## config.mk

```make
export PLATFORM = sky130hd
export DESIGN_NAME = sha1_byte_stream_hasher_flat
export DESIGN_NICKNAME = d
export VERILOG_FILES = /design/src/rtl/sha1h_pkg.sv /design/src/rtl/sha1h_if.sv /design/src/rtl/sha1h_datapath.sv /design/src/rtl/sha1h_ctrl.sv /design/src/rtl/sha1_byte_stream_hasher.sv /design/src/flat_wrapper.sv
export VERILOG_INCLUDE_DIRS = /design/src /design/src/rtl
export SDC_FILE = /design/constraint.sdc
export NUM_CORES = 2
export LEC_CHECK = 0
export ABC_AREA = 1
export BUFFER_PORTS_ARGS = -buffer_cell sky130_fd_sc_hd__buf_2
export CAP_MARGIN = 30
export CORE_ASPECT_RATIO = 2
export CORE_MARGIN = 2
export CORE_UTILIZATION = 48
export CTS_CLUSTER_DIAMETER = 200
export DETAILED_ROUTE_END_ITERATION = 7
export PLACE_DENSITY_LB_ADDON = 0.3
export SLEW_MARGIN = 20
export SYNTH_ARGS = -nofsm -noshare
export SYNTH_HDL_FRONTEND = slang
export SYNTH_SLANG_ARGS = --single-unit
export TNS_END_PERCENT = 20
```

## constraint.sdc

```tcl
create_clock -name clk -period 23.3 [get_ports clk]
set_input_delay 6.99 -clock clk [delete_from_list [all_inputs] [get_ports clk]]
set_output_delay 6.99 -clock clk [all_outputs]
set_load 0.05 [all_outputs]
```

## src/rtl/assert_macros.svh

```systemverilog
// Assertion macros shared by the hasher modules.
`ifndef ASSERT_MACROS_SVH
`define ASSERT_MACROS_SVH

// Checks a property on every rising edge of the clock while reset is low.
`define SHA1H_ASSERT(lbl, clk, rst, prop, msg) \
  lbl: assert property (@(posedge clk) disable iff (rst) prop) else $error(msg);

// Checks that a condition never holds outside reset.
`define SHA1H_ASSERT_NEVER(lbl, clk, rst, cond, msg) \
  `SHA1H_ASSERT(lbl, clk, rst, !(cond), msg)

`endif

```

## src/rtl/sha1h_pkg.sv

```systemverilog
// Types and constants shared by the SHA-1 byte stream hasher.
package sha1h_pkg;

  localparam int NUM_WORDS = 5;

  localparam logic [31:0] H_INIT [NUM_WORDS] = '{
    32'h67452301, 32'hEFCDAB89, 32'h98BADCFE, 32'h10325476, 32'hC3D2E1F0
  };

  localparam logic [31:0] K_00_19 = 32'h5A827999;
  localparam logic [31:0] K_20_39 = 32'h6ED9EBA1;
  localparam logic [31:0] K_40_59 = 32'h8F1BBCDC;
  localparam logic [31:0] K_60_79 = 32'hCA62C1D6;

  localparam logic [7:0] PAD_BYTE   = 8'h80;
  localparam logic [6:0] LAST_ROUND = 7'd79;
  localparam logic [2:0] LAST_IDX   = 3'd4;
  // Last byte position that still leaves room for 0x80 plus the length field.
  localparam logic [5:0] LAST_SHORT_POS = 6'd55;

  typedef enum logic [1:0] {
    ACT_ABSORB  = 2'd0,
    ACT_FINISH  = 2'd1,
    ACT_RESTART = 2'd2
  } action_e_t;

  typedef enum logic [1:0] {
    ERR_NONE         = 2'd0,
    ERR_TOO_LONG     = 2'd1,
    ERR_AFTER_FINISH = 2'd2
  } err_t;

  typedef enum logic [1:0] {
    SEL_DATA = 2'd0,
    SEL_PAD  = 2'd1,
    SEL_ZERO = 2'd2,
    SEL_LEN  = 2'd3
  } byte_sel_t;

  typedef enum logic [2:0] {
    S_IDLE,
    S_PAD,
    S_COMP,
    S_FOLD,
    S_EMIT
  } state_t;

  typedef struct packed {
    logic      push;
    byte_sel_t sel;
    logic      clear_msg;
    logic      clear_len;
    logic      load_work;
    logic      step;
    logic [6:0] rnd;
    logic      fold;
    logic      emit;
    logic [2:0] emit_idx;
    logic      emit_last;
    logic      emit_err;
    err_t      status;
  } cmd_t;

  typedef struct packed {
    logic pos_last;
    logic pos_len;
    logic pos_short;
    logic count_full;
    logic out_free;
  } stat_t;

endpackage

```

## src/rtl/sha1h_if.sv

```systemverilog
// Valid/ready channel interfaces for message input and digest output.
interface sha1h_in_if;
  logic       valid;
  logic       ready;
  logic [1:0] action;
  logic [7:0] data_byte;

  modport source (output valid, action, data_byte, input ready);
  modport sink (input valid, action, data_byte, output ready);
endinterface

interface sha1h_out_if;
  logic        valid;
  logic        ready;
  logic [31:0] digest_word;
  logic [2:0]  word_index;
  logic        last_word;
  logic [1:0]  status;

  modport source (output valid, digest_word, word_index, last_word, status, input ready);
  modport sink (input valid, digest_word, word_index, last_word, status, output ready);
endinterface

```

## src/rtl/sha1h_datapath.sv

```systemverilog
// Message schedule, round logic, hash state and output register of the hasher.
`include "assert_macros.svh"

module sha1h_datapath import sha1h_pkg::*; (
  input  logic       clk,
  input  logic       rst,
  input  cmd_t       cmd,
  input  logic [7:0] data_byte,
  output stat_t      stat,
  sha1h_out_if.source dig
);

  logic [31:0]  hash [NUM_WORDS];
  logic [511:0] blk;
  logic [5:0]   pos;
  logic [60:0]  byte_cnt;
  logic [31:0]  wa, wb, wc, wd, we;

  logic [63:0] len_bits;
  logic [7:0]  len_byte;
  logic [7:0]  push_byte;
  logic [31:0] w0, w2, w8, w13, w_mix, w_new;
  logic [31:0] f_val, k_val, t_sum;

  assign len_bits = {byte_cnt, 3'b000};
  // Length goes out most significant byte first at positions 56 to 63.
  assign len_byte = len_bits[{~pos[2:0], 3'b000} +: 8];

  always_comb begin
    unique case (cmd.sel)
      SEL_DATA: push_byte = data_byte;
      SEL_PAD:  push_byte = PAD_BYTE;
      SEL_ZERO: push_byte = 8'h00;
      SEL_LEN:  push_byte = len_byte;
      default:  push_byte = 8'h00;
    endcase
  end

  // The block register is a 16-word window; word 0 sits at the top.
  assign w0    = blk[511:480];
  assign w2    = blk[447:416];
  assign w8    = blk[255:224];
  assign w13   = blk[95:64];
  assign w_mix = w13 ^ w8 ^ w2 ^ w0;
  assign w_new = {w_mix[30:0], w_mix[31]};

  always_comb begin
    priority if (cmd.rnd < 7'd20) begin
      f_val = (wb & wc) | (~wb & wd);
      k_val = K_00_19;
    end else if (cmd.rnd < 7'd40) begin
      f_val = wb ^ wc ^ wd;
      k_val = K_20_39;
    end else if (cmd.rnd < 7'd60) begin
      f_val = (wb & wc) | (wb & wd) | (wc & wd);
      k_val = K_40_59;
    end else begin
      f_val = wb ^ wc ^ wd;
      k_val = K_60_79;
    end
  end

  assign t_sum = {wa[26:0], wa[31:27]} + f_val + we + w0 + k_val;

  assign stat.pos_last   = &pos;
  assign stat.pos_len    = &pos[5:3];
  assign stat.pos_short  = (pos <= LAST_SHORT_POS);
  assign stat.count_full = &byte_cnt;
  assign stat.out_free   = !dig.valid || dig.ready;

  always_ff @(posedge clk) begin
    if (rst) begin
      for (int i = 0; i < NUM_WORDS; i++) hash[i] <= H_INIT[i];
      pos       <= '0;
      byte_cnt  <= '0;
      dig.valid <= 1'b0;
    end else begin
      if (cmd.clear_msg) begin
        for (int i = 0; i < NUM_WORDS; i++) hash[i] <= H_INIT[i];
      end else if (cmd.fold) begin
        hash[0] <= hash[0] + wa;
        hash[1] <= hash[1] + wb;
        hash[2] <= hash[2] + wc;
        hash[3] <= hash[3] + wd;
        hash[4] <= hash[4] + we;
      end

      if (cmd.clear_msg) begin
        pos <= '0;
      end else if (cmd.push) begin
        pos <= pos + 6'd1;
      end

      if (cmd.clear_msg || cmd.clear_len) begin
        byte_cnt <= '0;
      end else if (cmd.push && cmd.sel == SEL_DATA) begin
        byte_cnt <= byte_cnt + 61'd1;
      end

      if (cmd.emit) begin
        dig.valid <= 1'b1;
      end else if (dig.ready) begin
        dig.valid <= 1'b0;
      end
    end
  end

  always_ff @(posedge clk) begin
    if (cmd.push) begin
      blk <= {blk[503:0], push_byte};
    end else if (cmd.step) begin
      blk <= {blk[479:0], w_new};
    end

    if (cmd.load_work) begin
      wa <= hash[0];
      wb <= hash[1];
      wc <= hash[2];
      wd <= hash[3];
      we <= hash[4];
    end else if (cmd.step) begin
      wa <= t_sum;
      wb <= wa;
      wc <= {wb[1:0], wb[31:2]};
      wd <= wc;
      we <= wd;
    end

    if (cmd.emit) begin
      dig.digest_word <= cmd.emit_err ? 32'h0 : hash[cmd.emit_idx];
      dig.word_index  <= cmd.emit_idx;
      dig.last_word   <= cmd.emit_last;
      dig.status      <= cmd.status;
    end
  end

  `SHA1H_ASSERT(a_emit_free, clk, rst, cmd.emit |-> (!dig.valid || dig.ready), "emit overwrote a waiting word")
  `SHA1H_ASSERT_NEVER(a_push_step, clk, rst, cmd.push && (cmd.step || cmd.fold), "push during compression")

endmodule

```

## src/rtl/sha1h_ctrl.sv

```systemverilog
// Sequencer for absorbing, padding, compression rounds and digest output.
`include "assert_macros.svh"

module sha1h_ctrl import sha1h_pkg::*; (
  input  logic       clk,
  input  logic       rst,
  input  logic       in_valid,
  input  logic [1:0] in_action,
  output logic       in_ready,
  input  stat_t      stat,
  output cmd_t       cmd
);

  state_t     state, state_next;
  logic       finished;
  err_t       err_code;
  logic       finishing;
  logic       len_blk;
  logic [6:0] rnd;
  logic [2:0] emit_idx;
  logic       emit_err;

  logic in_fire;
  logic is_absorb, is_finish, is_restart;
  logic absorb_ok, absorb_err, finish_err, finish_rep, finish_new;
  logic emit_done;

  assign in_ready   = (state == S_IDLE);
  assign in_fire    = in_valid && in_ready;
  assign is_absorb  = (in_action == ACT_ABSORB);
  assign is_finish  = (in_action == ACT_FINISH);
  assign is_restart = (in_action == ACT_RESTART);

  assign absorb_ok  = is_absorb && !finished && (err_code == ERR_NONE);
  assign absorb_err = is_absorb && !absorb_ok;
  assign finish_err = is_finish && (err_code != ERR_NONE);
  assign finish_rep = is_finish && (err_code == ERR_NONE) && finished;
  assign finish_new = is_finish && (err_code == ERR_NONE) && !finished;
  assign emit_done  = stat.out_free && (emit_err || emit_idx == LAST_IDX);

  always_comb begin
    state_next = state;
    unique case (state)
      S_IDLE: begin
        if (in_fire) begin
          priority if (absorb_ok || finish_new) begin
            state_next = stat.pos_last ? S_COMP : (absorb_ok ? S_IDLE : S_PAD);
          end else if (absorb_err || finish_err || finish_rep) begin
            state_next = S_EMIT;
          end else begin
            state_next = S_IDLE;
          end
        end
      end
      S_PAD:  if (stat.pos_last) state_next = S_COMP;
      S_COMP: if (rnd == LAST_ROUND) state_next = S_FOLD;
      S_FOLD: begin
        if (finishing) state_next = len_blk ? S_EMIT : S_PAD;
        else state_next = S_IDLE;
      end
      S_EMIT: if (emit_done) state_next = S_IDLE;
      default: state_next = S_IDLE;
    endcase
  end

  always_comb begin
    cmd           = '0;
    cmd.sel       = SEL_ZERO;
    cmd.rnd       = rnd;
    cmd.emit_idx  = emit_idx;
    cmd.emit_err  = emit_err;
    cmd.emit_last = emit_err || (emit_idx == LAST_IDX);
    cmd.status    = emit_err ? err_code : ERR_NONE;
    unique case (state)
      S_IDLE: begin
        if (in_fire) begin
          if (absorb_ok) begin
            cmd.push      = 1'b1;
            cmd.sel       = SEL_DATA;
            cmd.load_work = stat.pos_last;
          end else if (finish_new) begin
            cmd.push      = 1'b1;
            cmd.sel       = SEL_PAD;
            cmd.load_work = stat.pos_last;
          end else if (is_restart) begin
            cmd.clear_msg = 1'b1;
          end
        end
      end
      S_PAD: begin
        cmd.push      = 1'b1;
        cmd.sel       = (stat.pos_len && len_blk) ? SEL_LEN : SEL_ZERO;
        cmd.load_work = stat.pos_last;
      end
      S_COMP: cmd.step = 1'b1;
      S_FOLD: begin
        cmd.fold      = 1'b1;
        cmd.clear_len = finishing && len_blk;
      end
      S_EMIT: cmd.emit = stat.out_free;
      default: ;
    endcase
  end

  always_ff @(posedge clk) begin
    if (rst) begin
      state     <= S_IDLE;
      finished  <= 1'b0;
      err_code  <= ERR_NONE;
      finishing <= 1'b0;
      len_blk   <= 1'b0;
      rnd       <= '0;
      emit_idx  <= '0;
      emit_err  <= 1'b0;
    end else begin
      state <= state_next;

      if (cmd.load_work) begin
        rnd <= '0;
      end else if (state == S_COMP) begin
        rnd <= rnd + 7'd1;
      end

      unique case (state)
        S_IDLE: begin
          if (in_fire) begin
            emit_idx <= '0;
            if (absorb_err) begin
              emit_err <= 1'b1;
              if (finished) err_code <= ERR_AFTER_FINISH;
            end else if (absorb_ok) begin
              if (stat.count_full) err_code <= ERR_TOO_LONG;
            end else if (finish_err) begin
              emit_err <= 1'b1;
            end else if (finish_rep) begin
              emit_err <= 1'b0;
            end else if (finish_new) begin
              finishing <= 1'b1;
              len_blk   <= stat.pos_short;
            end else if (is_restart) begin
              finished  <= 1'b0;
              err_code  <= ERR_NONE;
              finishing <= 1'b0;
            end
          end
        end
        S_FOLD: begin
          if (finishing) begin
            if (len_blk) begin
              finishing <= 1'b0;
              finished  <= 1'b1;
              emit_err  <= 1'b0;
              emit_idx  <= '0;
            end else begin
              len_blk <= 1'b1;
            end
          end
        end
        S_EMIT: if (stat.out_free) emit_idx <= emit_idx + 3'd1;
        default: ;
      endcase
    end
  end

  `SHA1H_ASSERT(a_rnd_range, clk, rst, (state == S_COMP) |-> (rnd <= LAST_ROUND), "round count past last round")
  `SHA1H_ASSERT(a_load_wrap, clk, rst, cmd.load_work |-> (cmd.push && stat.pos_last), "compression started without a full block")
  `SHA1H_ASSERT_NEVER(a_fin_both, clk, rst, finished && finishing, "finish flags overlap")
  `SHA1H_ASSERT(a_fold_next, clk, rst, (state == S_COMP && rnd == LAST_ROUND) |=> (state == S_FOLD), "fold did not follow last round")

endmodule

```

## src/rtl/sha1_byte_stream_hasher.sv

```systemverilog
// Top level of the SHA-1 byte stream hasher.
//
// The msg channel carries one word per message step: action 0 absorbs
// data_byte, action 1 finishes the message and returns the digest, action 2
// starts a new message. Action 3 is accepted and has no effect.
// The dig channel returns the digest as five 32-bit words, most significant
// first, with word_index 0 to 4 and last_word set on the fifth. An error
// (absorb after finish, or a message that reaches 2^64 bits) returns a single
// word with digest_word 0, last_word set and the error code in status.
// Each absorbed byte is shifted into the block register; the 64th byte of a
// block starts the compression (80 rounds of one shared round unit, then the
// hash update), and no new byte is taken until it is done. Finish pushes
// the pad byte, zero bytes and the length field, compresses each of the one
// or two blocks, then loads the digest words while the output is free.
// msg.ready is high only while no item is in work. Digest words sit in an
// output register; when dig.ready is low the block holds the word and waits.
// Once the last word is loaded the block takes new input even if that word
// is still waiting. Synchronous reset loads the initial hash and clears the
// byte count, the flags and the output valid.
module sha1_byte_stream_hasher import sha1h_pkg::*; (
  input logic clk,
  input logic rst,
  sha1h_in_if.sink    msg,
  sha1h_out_if.source dig
);

  cmd_t  cmd;
  stat_t stat;

  sha1h_ctrl u_ctrl (
    .clk       (clk),
    .rst       (rst),
    .in_valid  (msg.valid),
    .in_action (msg.action),
    .in_ready  (msg.ready),
    .stat      (stat),
    .cmd       (cmd)
  );

  sha1h_datapath u_datapath (
    .clk       (clk),
    .rst       (rst),
    .cmd       (cmd),
    .data_byte (msg.data_byte),
    .stat      (stat),
    .dig       (dig)
  );

endmodule
```

## src/flat_wrapper.sv

```systemverilog
// flat-port wrapper written by rule: the top's interface ports become plain ports
module sha1_byte_stream_hasher_flat import sha1h_pkg::*;
  (clk, rst, msg_valid, msg_action, msg_data_byte, msg_ready, dig_valid, dig_digest_word, dig_word_index, dig_last_word, dig_status, dig_ready);
  sha1h_in_if msg_i ();
  sha1h_out_if dig_i ();
  input logic clk;
  input logic rst;
  input wire logic [$bits(msg_i.valid)-1:0] msg_valid;
  input wire logic [$bits(msg_i.action)-1:0] msg_action;
  input wire logic [$bits(msg_i.data_byte)-1:0] msg_data_byte;
  output wire logic [$bits(msg_i.ready)-1:0] msg_ready;
  output wire logic [$bits(dig_i.valid)-1:0] dig_valid;
  output wire logic [$bits(dig_i.digest_word)-1:0] dig_digest_word;
  output wire logic [$bits(dig_i.word_index)-1:0] dig_word_index;
  output wire logic [$bits(dig_i.last_word)-1:0] dig_last_word;
  output wire logic [$bits(dig_i.status)-1:0] dig_status;
  input wire logic [$bits(dig_i.ready)-1:0] dig_ready;
  assign msg_i.valid = msg_valid;
  assign msg_i.action = msg_action;
  assign msg_i.data_byte = msg_data_byte;
  assign msg_ready = msg_i.ready;
  assign dig_valid = dig_i.valid;
  assign dig_digest_word = dig_i.digest_word;
  assign dig_word_index = dig_i.word_index;
  assign dig_last_word = dig_i.last_word;
  assign dig_status = dig_i.status;
  assign dig_i.ready = dig_ready;
  sha1_byte_stream_hasher u_core (.clk(clk), .rst(rst), .msg(msg_i), .dig(dig_i));
endmodule
```

==> impl_metrics.tcl <==
set metrics [dict create \
    cts.sinks 957 \
    drive_gt1_frac 0.0382 \
    ys_seq_area_frac 0.472 \
    cts_hold_buf 0 \
    cts_setup_buffers 0 \
    grt_pass1_vias 45950 \
    cp.arrival_ns 10.79 \
    fp.dieH_um 500 \
    rows 182 \
    async_flop_share 0 \
    synth_edf_count 870 \
    worst_slew_pin_slew_ns 1.20 \
    cts-root-buf "clkbuf_16" \
    fin_crit_ns 10.47 \
    grt_max_degree 264 \
    synth_cell_types 50 \
    layout_commonest_cell "nand2_1" \
    fin_tns_setup_ns 0 \
    grt-ovfl-total 0 \
    whs_ns 0.450 \
    finalHoldViolations 0 \
    multi_input_area_sq_um 27100 \
    vias 49494 \
    grt_pass1_wl_mm 272 \
    crit_path_end_kind "flop" \
    peakVddDrop_mv 0.0693 \
    hp-class "flop to flop" \
    design_area_sq_um 63700 \
    combinationalPowerShare 0.206 \
    clk-insertion-delay-late_ns 0.74 \
    syn_avg_cell_area_sq_um 8.15 \
    wire_per_inst_um 20.4 \
    crit_path_start_kind "input port" \
    fill_cells 11628 \
    dp_cells 8664 \
    fin_crit_sh 0.449 \
    fin_skew_ns 0.0509 \
    drt-vias-per-instance 5.60 \
    route.detailed.drc 0 \
    hpwlAfterDp_mm 133 \
    crit_type "input port to flop" \
    final_core_utilization 0.520 \
    power_density_nw_per_um2 74.8 \
    path_clk_slew_ns 0.06 \
    drt-pass1-iter-count 7 \
    max_freq_mhz 95.5 \
    drv_slew 0 \
    power_leakage_nw 26.9 \
    pwr-share-seq 0.469 \
    port_buffers 53 \
    ys.flop_type "edfxtp_1" \
    syn_nets 7580 \
    grt_antenna_before_repair 4 \
    coreArea_sq_um 123000 \
    ys_seq_elements 957 \
    dpl-instance-area_sq_um 60600 \
    areaGrowthSynthToFinish_pct 7.84 \
    final_cell_mix "2,606 x nand2_1, 870 x edfxtp_1, 782 x inv_1, 498 x nor2_1, 475 x a21oi_1" \
    rsz0062_at_grt "no" \
    die-width_um 252 \
    clk_path_buf_depth 3 \
    cts_tree "built" \
    status "complete, no violations" \
    routabilityCongestion 1.00 \
    crit_required_ns 23.62 \
    syn_inst 7243 \
    ff_latch_area_sq_um 27900 \
    ant_nets 0 \
    htree_levels 3 \
    max-slew-margin-rel 0.198 \
    drtIter0Drc 5791 \
    drt_wl_total_mm 180 \
    numCtsBuffers 90 \
    ys_warn_count 0 \
    post_cts_resized 0 \
    cap_violations 0 \
    die_area_sq_um 126000 \
    power.share.clock 0.325 \
    finalNonFillerCells 8838 \
    setup_viol 0 \
    synth_area_sq_um 59000 \
    p_int_mw 3.26 \
    crit_fanout 224 \
    fin_nets 7533 \
    start_util 0.482 \
    swShare 0.315 \
    switchingPower_mw 1.50 \
    io_pins 54 \
    grtUsageTotal 0.283 \
]
==> worst paths after layout <==
kind                             from                        to  slack [ns]  cells after the start
min          u_core.u_datapath.pos[4]  u_core.u_datapath.pos[4]        0.45                      2
max reg2reg      u_core.u_ctrl.rnd[4]  u_core.u_datapath.wa[27]       16.74                     18
min reg2reg  u_core.u_datapath.pos[4]  u_core.u_datapath.pos[4]        0.45                      2
max                     msg_action[1]  u_core.u_datapath.wd[22]       12.83                     12
==> critical path, cell delays in order <==
cell,delay [ns]
buf_2,0.12
inv_2,0.10
nand3_2,0.12
nor2_4,0.17
nor2_4,0.07
nor2_8,0.12
nor2_8,0.08
inv_16,0.34
nand2_8,0.31
nand2_4,0.43
buf_4,0.80
buf_4,0.89
==> layout make-up <==
class                   count  share of cell area
flip-flops and latches    957               0.438
multi-input cells        5258               0.426
inverters                 797              0.0473
clock buffers             111              0.0376
well taps                1564              0.0307
repair buffers             92              0.0114
clock inverters            56             0.00965
diodes                      3            0.000118
==> cell usage after synthesis (all sizes together) (4+ instances only) <==
cell type / count / area share
ha: 198 / 0.042
a221oi: 5 / 0.00074
fa: 125 / 0.042
nand3: 282 / 0.024
nor3: 80 / 0.0070
nand4: 39 / 0.0041
a21boi: 11 / 0.0014
a211oi: 4 / 0.00051
edfxtp: 870 / 0.44
or2: 20 / 0.0021
and3: 11 / 0.0012
dfxtp: 87 / 0.029
a21oi: 475 / 0.040
a31oi: 9 / 0.00095
xor2: 53 / 0.0079
xnor2: 105 / 0.016
and2: 4 / 0.00042
a21o: 30 / 0.0038
o21bai: 36 / 0.0046
nor2: 509 / 0.034
inv: 793 / 0.050
nand3b: 21 / 0.0027
nor4: 12 / 0.0013
buf: 150 / 0.014
o21ai: 550 / 0.047
o21a: 25 / 0.0032
clkinv: 4 / 0.00025
o211ai: 22 / 0.0028
clkbuf: 81 / 0.0051
nor3b: 4 / 0.00051
o22ai: 10 / 0.0011
nand2: 2612 / 0.17
==> flip-flops by register name, indices dropped and copies added (netlist names) <==
signal,count
u_core.u_datapath.dig.digest_word,32
u_core.u_ctrl.emit_err,1
u_core.u_datapath.pos,6
u_core.u_datapath.dig.valid,1
u_core.u_ctrl.finishing,1
u_core.u_datapath.blk,512
u_core.u_datapath.wd,32
u_core.u_datapath.wc,32
u_core.u_datapath.wb,32
u_core.u_ctrl.len_blk,1
u_core.u_datapath.wa,32
u_core.u_datapath.dig.last_word,1
u_core.u_ctrl.state,3
u_core.u_datapath.dig.status,2
u_core.u_datapath.dig.word_index,3
u_core.u_ctrl.err_code,2
u_core.u_ctrl.rnd,7
u_core.u_ctrl.emit_idx,3
u_core.u_datapath.we,32
u_core.u_ctrl.finished,1
u_core.u_datapath.byte_cnt,61
u_core.u_datapath.hash,160
==> stage by stage <==
stage / total power, mW / worst slack, ns
5_1_grt: 4.98 / 12.52
3_3_place_gp: 3.21 / 12.15
2_1_floorplan: 3.00 / 3.55
4_1_cts: 4.77 / 12.82
3_5_place_dp: 3.23 / 12.11
6_report: 4.76 / 12.83
==> routing by layer <==
metal | part of all wire | track usage | vias up
met5 | 0.00012 | 0 | -
met1 | 0.40 | 0.382 | 23130
met4 | 0.062 | 0.150 | 4
met2 | 0.44 | 0.436 | 2173
met3 | 0.093 | 0.0493 | 498
li1 | - | - | 23689
==> power groups by stage <==
stage                     sequential (mW)  clock [mW]  combinational [mW]
after floorplan                      2.31           0               0.691
after global placement               2.27           0               0.943
final                                2.23        1.55               0.981
after global routing                 2.25        1.63                1.10
after CTS                            2.23        1.57               0.968
after detailed placement             2.26           0               0.963
==> cells by family after synthesis <==
family	Yosys count	share of synthesized area
buf+inv	1028	0.0699
xor+xnor	158	0.0234
fa+ha+maj	323	0.0843
compound gates	1183	0.107
simple gates	3594	0.243
flops	957	0.472
(Power assumes the default switching activity.)
